### config.mk
export PLATFORM = sky130hd
export DESIGN_NAME = proportional_mouse_pointer_tracker
export DESIGN_NICKNAME = d
export VERILOG_FILES = /design/src/rtl/pmpt_pkg.sv /design/src/rtl/pmpt_axis.sv /design/src/rtl/pmpt_cfg_regs.sv /design/src/rtl/proportional_mouse_pointer_tracker.sv
export SDC_FILE = /design/constraint.sdc
export NUM_CORES = 1
export LEC_CHECK = 0
export ABC_AREA = 0
export BUFFER_PORTS_ARGS = -buffer_cell sky130_fd_sc_hd__buf_4
export CELL_PAD_IN_SITES_DETAIL_PLACEMENT = 0
export CELL_PAD_IN_SITES_GLOBAL_PLACEMENT = 1
export CORE_ASPECT_RATIO = 1.5
export CORE_MARGIN = 3
export CORE_UTILIZATION = 52
export CTS_CLUSTER_DIAMETER = 40
export DETAILED_ROUTE_END_ITERATION = 6
export PLACE_DENSITY = 0.88
export SYNTH_ARGS = -nofsm -noshare
export SYNTH_HDL_FRONTEND = slang
export SYNTH_HIERARCHICAL = 1
export SYNTH_SLANG_ARGS = --single-unit
### constraint.sdc
create_clock -name clk_i -period 18.05 [get_ports clk_i]
set_input_delay 2.7075 -clock clk_i [delete_from_list [all_inputs] [get_ports clk_i]]
set_output_delay 2.7075 -clock clk_i [all_outputs]
set_load 0.05 [all_outputs]
### src/rtl/pmpt_pkg.sv
// Shared types, constants and delta arithmetic for the proportional mouse pointer tracker.
// Used by pmpt_axis, pmpt_cfg_regs and the top level; depends on nothing.
package pmpt_pkg;

  localparam int unsigned PotW = 8;
  localparam int unsigned PosW = 10;

  // Register map of the configuration channel
  typedef enum logic [1:0] {
    REG_MAX_X = 2'd0,
    REG_MAX_Y = 2'd1
  } cfg_reg_e;

  localparam logic [PosW-1:0] MAX_X_RESET = 10'd319;
  localparam logic [PosW-1:0] MAX_Y_RESET = 10'd199;

  // Acceleration thresholds on delta magnitude
  localparam logic [4:0] ACCEL_HI_LIMIT = 5'd10;
  localparam logic [4:0] ACCEL_LO_LIMIT = 5'd5;

  typedef logic signed [5:0] delta_t;  // -31..31
  typedef logic signed [8:0] accel_t;  // -155..155

  // 7-bit wrapped difference, noise bit dropped. A negative difference whose
  // upper bits are all ones is treated as no movement.
  function automatic delta_t pot_delta(input logic [PotW-1:0] pot, input logic [PotW-1:0] old);
    logic [PotW-1:0] diff;
    logic [4:0]      half;
    diff = pot - old;
    half = diff[5:1];
    if (!diff[6]) begin
      return $signed({1'b0, half});
    end else if (half == 5'h1f) begin
      return '0;
    end else begin
      return $signed({1'b1, 5'(half + 5'd1)});
    end
  endfunction

  // Scale by 5 above the high limit, by 3 above the low limit.
  function automatic accel_t accelerate(input delta_t d);
    accel_t     w;
    logic [4:0] mag;
    w   = accel_t'(d);
    mag = d[5] ? 5'(-d) : d[4:0];
    if (mag > ACCEL_HI_LIMIT) begin
      return (w <<< 2) + w;
    end else if (mag > ACCEL_LO_LIMIT) begin
      return (w <<< 1) + w;
    end else begin
      return w;
    end
  endfunction

endpackage

### src/rtl/pmpt_axis.sv
// One pointer axis: previous pot reading, delta, acceleration and clamped position.
// The position register doubles as the result register. Depends on pmpt_pkg.
module pmpt_axis (
  input  logic                          clk_i,
  input  logic                          rst_ni,
  input  logic                          step_i,
  input  logic                          subtract_i,
  input  logic [pmpt_pkg::PotW-1:0]     pot_i,
  input  logic [pmpt_pkg::PosW-1:0]     max_i,
  output logic [pmpt_pkg::PosW-1:0]     pos_o
);

  logic [pmpt_pkg::PotW-1:0] last_q;
  logic [pmpt_pkg::PosW-1:0] pos_q, pos_d;
  pmpt_pkg::delta_t          delta;
  pmpt_pkg::accel_t          accel;
  logic signed [11:0]        step_amt;
  logic signed [11:0]        sum;

  always_comb begin
    delta    = pmpt_pkg::pot_delta(pot_i, last_q);
    accel    = pmpt_pkg::accelerate(delta);
    step_amt = subtract_i ? -(12'(accel)) : 12'(accel);
    sum      = $signed({2'b00, pos_q}) + step_amt;
    // clamp to 0..max, also pulls in a position left above a lowered limit
    if (sum[11]) begin
      pos_d = '0;
    end else if (sum[10:0] > {1'b0, max_i}) begin
      pos_d = max_i;
    end else begin
      pos_d = sum[pmpt_pkg::PosW-1:0];
    end
  end

  always_ff @(posedge clk_i or negedge rst_ni) begin
    if (!rst_ni) begin
      last_q <= '0;
      pos_q  <= '0;
    end else if (step_i) begin
      pos_q <= pos_d;
      // keep the old reading when nothing moved
      if (delta != '0) begin
        last_q <= pot_i;
      end
    end
  end

  assign pos_o = pos_q;

endmodule

### src/rtl/pmpt_cfg_regs.sv
// Clamp limit registers written through the configuration channel.
// Depends on pmpt_pkg for the register map and reset values.
module pmpt_cfg_regs (
  input  logic                      clk_i,
  input  logic                      rst_ni,
  input  logic                      wr_en_i,
  input  logic [1:0]                wr_index_i,
  input  logic [pmpt_pkg::PosW-1:0] wr_data_i,
  output logic [pmpt_pkg::PosW-1:0] max_x_o,
  output logic [pmpt_pkg::PosW-1:0] max_y_o
);

  logic [pmpt_pkg::PosW-1:0] max_x_q, max_y_q;

  always_ff @(posedge clk_i or negedge rst_ni) begin
    if (!rst_ni) begin
      max_x_q <= pmpt_pkg::MAX_X_RESET;
      max_y_q <= pmpt_pkg::MAX_Y_RESET;
    end else if (wr_en_i) begin
      case (pmpt_pkg::cfg_reg_e'(wr_index_i))
        pmpt_pkg::REG_MAX_X: max_x_q <= wr_data_i;
        pmpt_pkg::REG_MAX_Y: max_y_q <= wr_data_i;
        default: ;  // drop writes to unmapped indexes
      endcase
    end
  end

  assign max_x_o = max_x_q;
  assign max_y_o = max_y_q;

endmodule

### src/rtl/proportional_mouse_pointer_tracker.sv
// Top level of the proportional mouse pointer tracker: input register, handshake
// control, clamp limit registers and two axis units.
// Depends on pmpt_pkg, pmpt_axis, pmpt_cfg_regs.
//
//  channel  | direction | payload (low bit up)              | transaction when
//  ---------+-----------+-----------------------------------+--------------------------
//  s_axis   | in        | pot_x[7:0], pot_y[15:8]           | s_axis_tvalid & tready
//  m_axis   | out       | pointer_x[9:0], pointer_y[19:10]  | m_axis_tvalid & tready
//  cfg      | in        | index 0 max_x, 1 max_y; 10b data  | cfg_valid_i & cfg_ready_o
//
// One reading per cycle sustained while the output is not stalled; a result passes
// through the input register and then the position registers in each axis unit.
// Reset clears positions and previous readings, limits go to 319 and 199.
// A stalled output holds; one more reading waits in the input register, then
// s_axis_tready drops. The configuration channel is always ready.
module proportional_mouse_pointer_tracker (
  input  logic        clk_i,
  input  logic        rst_ni,
  input  logic        s_axis_tvalid,
  output logic        s_axis_tready,
  input  logic [15:0] s_axis_tdata,   // pot_x[7:0], pot_y[15:8]
  output logic        m_axis_tvalid,
  input  logic        m_axis_tready,
  output logic [23:0] m_axis_tdata,   // pointer_x[9:0], pointer_y[19:10], zero[23:20]
  input  logic        cfg_valid_i,
  output logic        cfg_ready_o,
  input  logic [1:0]  cfg_index_i,
  input  logic [9:0]  cfg_data_i
);

  logic                      in_valid_q;
  logic [pmpt_pkg::PotW-1:0] pot_x_q, pot_y_q;
  logic                      out_valid_q;
  logic                      advance;
  logic                      in_take;
  logic [pmpt_pkg::PosW-1:0] max_x, max_y;
  logic [pmpt_pkg::PosW-1:0] pos_x, pos_y;

  assign advance       = in_valid_q && (!out_valid_q || m_axis_tready);
  assign s_axis_tready = !in_valid_q || advance;
  assign in_take       = s_axis_tvalid && s_axis_tready;

  always_ff @(posedge clk_i or negedge rst_ni) begin
    if (!rst_ni) begin
      in_valid_q  <= 1'b0;
      out_valid_q <= 1'b0;
    end else begin
      if (in_take) begin
        in_valid_q <= 1'b1;
      end else if (advance) begin
        in_valid_q <= 1'b0;
      end
      if (advance) begin
        out_valid_q <= 1'b1;
      end else if (m_axis_tready) begin
        out_valid_q <= 1'b0;
      end
    end
  end

  always_ff @(posedge clk_i) begin
    if (in_take) begin
      pot_x_q <= s_axis_tdata[7:0];
      pot_y_q <= s_axis_tdata[15:8];
    end
  end

  assign cfg_ready_o = 1'b1;

  pmpt_cfg_regs u_cfg (
    .clk_i      (clk_i),
    .rst_ni     (rst_ni),
    .wr_en_i    (cfg_valid_i),
    .wr_index_i (cfg_index_i),
    .wr_data_i  (cfg_data_i),
    .max_x_o    (max_x),
    .max_y_o    (max_y)
  );

  // horizontal adds the delta, vertical subtracts it
  pmpt_axis u_axis_x (
    .clk_i      (clk_i),
    .rst_ni     (rst_ni),
    .step_i     (advance),
    .subtract_i (1'b0),
    .pot_i      (pot_x_q),
    .max_i      (max_x),
    .pos_o      (pos_x)
  );

  pmpt_axis u_axis_y (
    .clk_i      (clk_i),
    .rst_ni     (rst_ni),
    .step_i     (advance),
    .subtract_i (1'b1),
    .pot_i      (pot_y_q),
    .max_i      (max_y),
    .pos_o      (pos_y)
  );

  assign m_axis_tvalid = out_valid_q;
  assign m_axis_tdata  = {4'b0000, pos_y, pos_x};

endmodule

==> results.sh <==
export IMPL_status="finished clean"
export IMPL_cts_sinks=70
export IMPL_route_detailed_wl_per_inst_um=17.5
export IMPL_r2r_start="pot_y_q[0]$_DFFE_PP_"
export IMPL_hold_violations=0
export IMPL_fmax_mhz=98.0
export IMPL_reg2reg_slack_ns=7.84
export IMPL_cp_arrival_ns=10.39
export IMPL_hpwl_mm=14.4
export IMPL_required_ns=18.24
export IMPL_yosys_warnings=6
export IMPL_htreeDepth=3
export IMPL_critPathKind="reg2reg"
export IMPL_die_height_um=152
export IMPL_fin_nets=968
export IMPL_netlist_area_mm2=0.00739
export IMPL_reg2regPathDepth=41
export IMPL_path_buf_inv=4
export IMPL_cts_buffers=9
export IMPL_endpoint_kind="flop"
export IMPL_syn_inst=788
export IMPL_fp_dieW_um=103
export IMPL_drt_initial_drc_count=261
export IMPL_crit_family="compound AO/OA/AOI/OAI gates"
export IMPL_antennaDiodeCount=0
export IMPL_antenna_found_initial=0
export IMPL_tns_ns=0
export IMPL_ant_nets=0
export IMPL_worst_slew_pin_slew_ns=1.09
export IMPL_cts_setup_buffers=0
export IMPL_drc_errors=0
export IMPL_grt_usage_pct=23.7
export IMPL_start_util_pct=53.8
export IMPL_area_delta_synth_final_pct=11.6
export IMPL_ctsHoldBuffers=0
export IMPL_period_share_pct=56.5
export IMPL_fill_cells=1195
export IMPL_cts_tree="built"
export IMPL_drt_total_wl_mm=18.1
export IMPL_insertion_delay_ns=0.33
export IMPL_io_buffer_count=52
export IMPL_max_cap_violations=0
export IMPL_finalClockSkew_ns=0.00471
export IMPL_grt_max_degree=57
export IMPL_rsz0062_at_grt="no"
export IMPL_hold_path_class="reg2reg"
export IMPL_finalCriticalPeriod_ns=10.21
export IMPL_pin_count=60
export IMPL_clockRootBuffer="clkbuf_16"
export IMPL_vias_per_cell=5.85
export IMPL_cp_common_cell="a21oi_1"
export IMPL_path_max_fanout=10
export IMPL_drive_gt1_share_pct=19.9
export IMPL_die_area_mm2=0.0157
export IMPL_worstSetupEndpoint="u_axis_y/pos_o[7]$_DFFE_PN0P_"
export IMPL_reg2reg_to="u_axis_y/pos_o[7]$_DFFE_PN0P_"
export IMPL_grt_pass1_wl_mm=30.0
export IMPL_post_cts_resized=0
export IMPL_avgSynthCellArea_um2=9.37
export IMPL_grt_overflow_total=0
export IMPL_setup_violations=0
export IMPL_first_pass_iters=5
export IMPL_core_region_area_mm2=0.0137
export IMPL_vias=6063
export IMPL_grt_pass1_vias=6416
export IMPL_crit_path_start="pot_y_q[0]$_DFFE_PP_"
export IMPL_path_clk_slew_ns=0.06
export IMPL_critPathMaxStageDelay_ns=0.60
export IMPL_drv_slew=0
export IMPL_cp_slowest_cell="o22ai_1"
export IMPL_path_depth=41
export IMPL_rows=52
export IMPL_place_gp_congestion=0.978
export IMPL_cts_max_path_buffers=2
export IMPL_relSlewSlack_pct=26.8
export IMPL_cp_start_kind="flop"
-- layout make-up --
class                   count  area, µm²  share of cell area, %
well taps                 189        236                   2.87
clock buffers              10        239                   2.90
flip-flops and latches     70       1840                   22.3
inverters                  75        284                   3.44
multi-input cells         632       5170                   62.7
repair buffers             55        413                   5.01
clock inverters             6       68.8                  0.835
-- through the flow --
step	instance area (µm²)	cells	setup slack, ns	util, %	hold WS [ns]
6_report	8250	1037	7.84	60.1	0.508
3_5_place_dp	7940	1021	8.02	57.8	0.494
5_1_grt	8250	1037	7.22	60.1	0.520
3_3_place_gp	7940	1021	8.16	57.8	0.479
2_1_floorplan	7410	795	9.60	-	0.471
4_1_cts	8250	1037	7.91	60.1	0.507
-- state kept, by name, summed over array words and instances, names as in the netlist --
signal           count
m_axis_tvalid        1
pot_y_q              7
u_axis_x/pos_o      10
u_cfg/max_x_o       10
u_axis_y/last_q      7
in_valid_q           1
pot_x_q              7
u_axis_x/last_q      7
u_cfg/max_y_o       10
u_axis_y/pos_o      10
-- worst min path at each step --
stage / from / to / depth (start not counted)
floorplan: u_axis_y/last_q[0]$_DFFE_PN0P_ / u_axis_y/last_q[0]$_DFFE_PN0P_ / 1
global placement: u_axis_y/last_q[0]$_DFFE_PN0P_ / u_axis_y/last_q[0]$_DFFE_PN0P_ / 1
detailed placement: u_axis_x/last_q[5]$_DFFE_PN0P_ / u_axis_x/last_q[5]$_DFFE_PN0P_ / 1
CTS: u_axis_x/last_q[5]$_DFFE_PN0P_ / u_axis_x/last_q[5]$_DFFE_PN0P_ / 1
global route: u_axis_x/last_q[5]$_DFFE_PN0P_ / u_axis_x/last_q[5]$_DFFE_PN0P_ / 1
finish: u_axis_x/last_q[5]$_DFFE_PN0P_ / u_axis_x/last_q[5]$_DFFE_PN0P_ / 1
-- routing by layer --
| metal | routed length, µm | GRT usage, % | vias to the layer above |
|---|---|---|---|
| met5 | 0 | 0 | - |
| met2 | 10400 | 45.3 | 121 |
| met4 | 568 | 10.1 | 0 |
| met3 | 475 | 2.66 | 34 |
| met1 | 6720 | 24.9 | 2946 |
| li1 | - | - | 2962 |
-- cell usage in the layout, fill, tap and decap left out, types with 7 or more instances in the layout --
cell type   n
xnor2_1    33
buf_4      55
mux2i_1    30
edfxtp_1   14
ha_1       84
mux2_4     10
dfstp_2    12
o21ai_0    33
clkbuf_16   9
fa_1        8
a21o_1     20
dfrtp_1    44
nand2b_1   18
conb_1      9
nand3_1    16
o22ai_1    27
a21oi_1    43
inv_1      73
o21a_1      9
o21bai_1    7
xor2_1     24
mux2_2     29
nor2b_1    13
nor2_1     38
nand2_1    48
-- worst register-to-register path: cells and delay by family (launching register included) --
| family | cells | cell delay (ns) |
|---|---|---|
| and+or+nand+nor | 11 | 1.98 |
| xor gates and xnor gates | 3 | 0.63 |
| DFF | 1 | 0.39 |
| buffers and inverters | 4 | 0.72 |
| AOI/OAI and AO/OA | 14 | 3.71 |
| muxes | 4 | 1.09 |
| adders and majority gates | 5 | 1.53 |
Power is not shown: default switching activity piles up to over one toggle a cycle in this logic, so the estimate is an artifact.
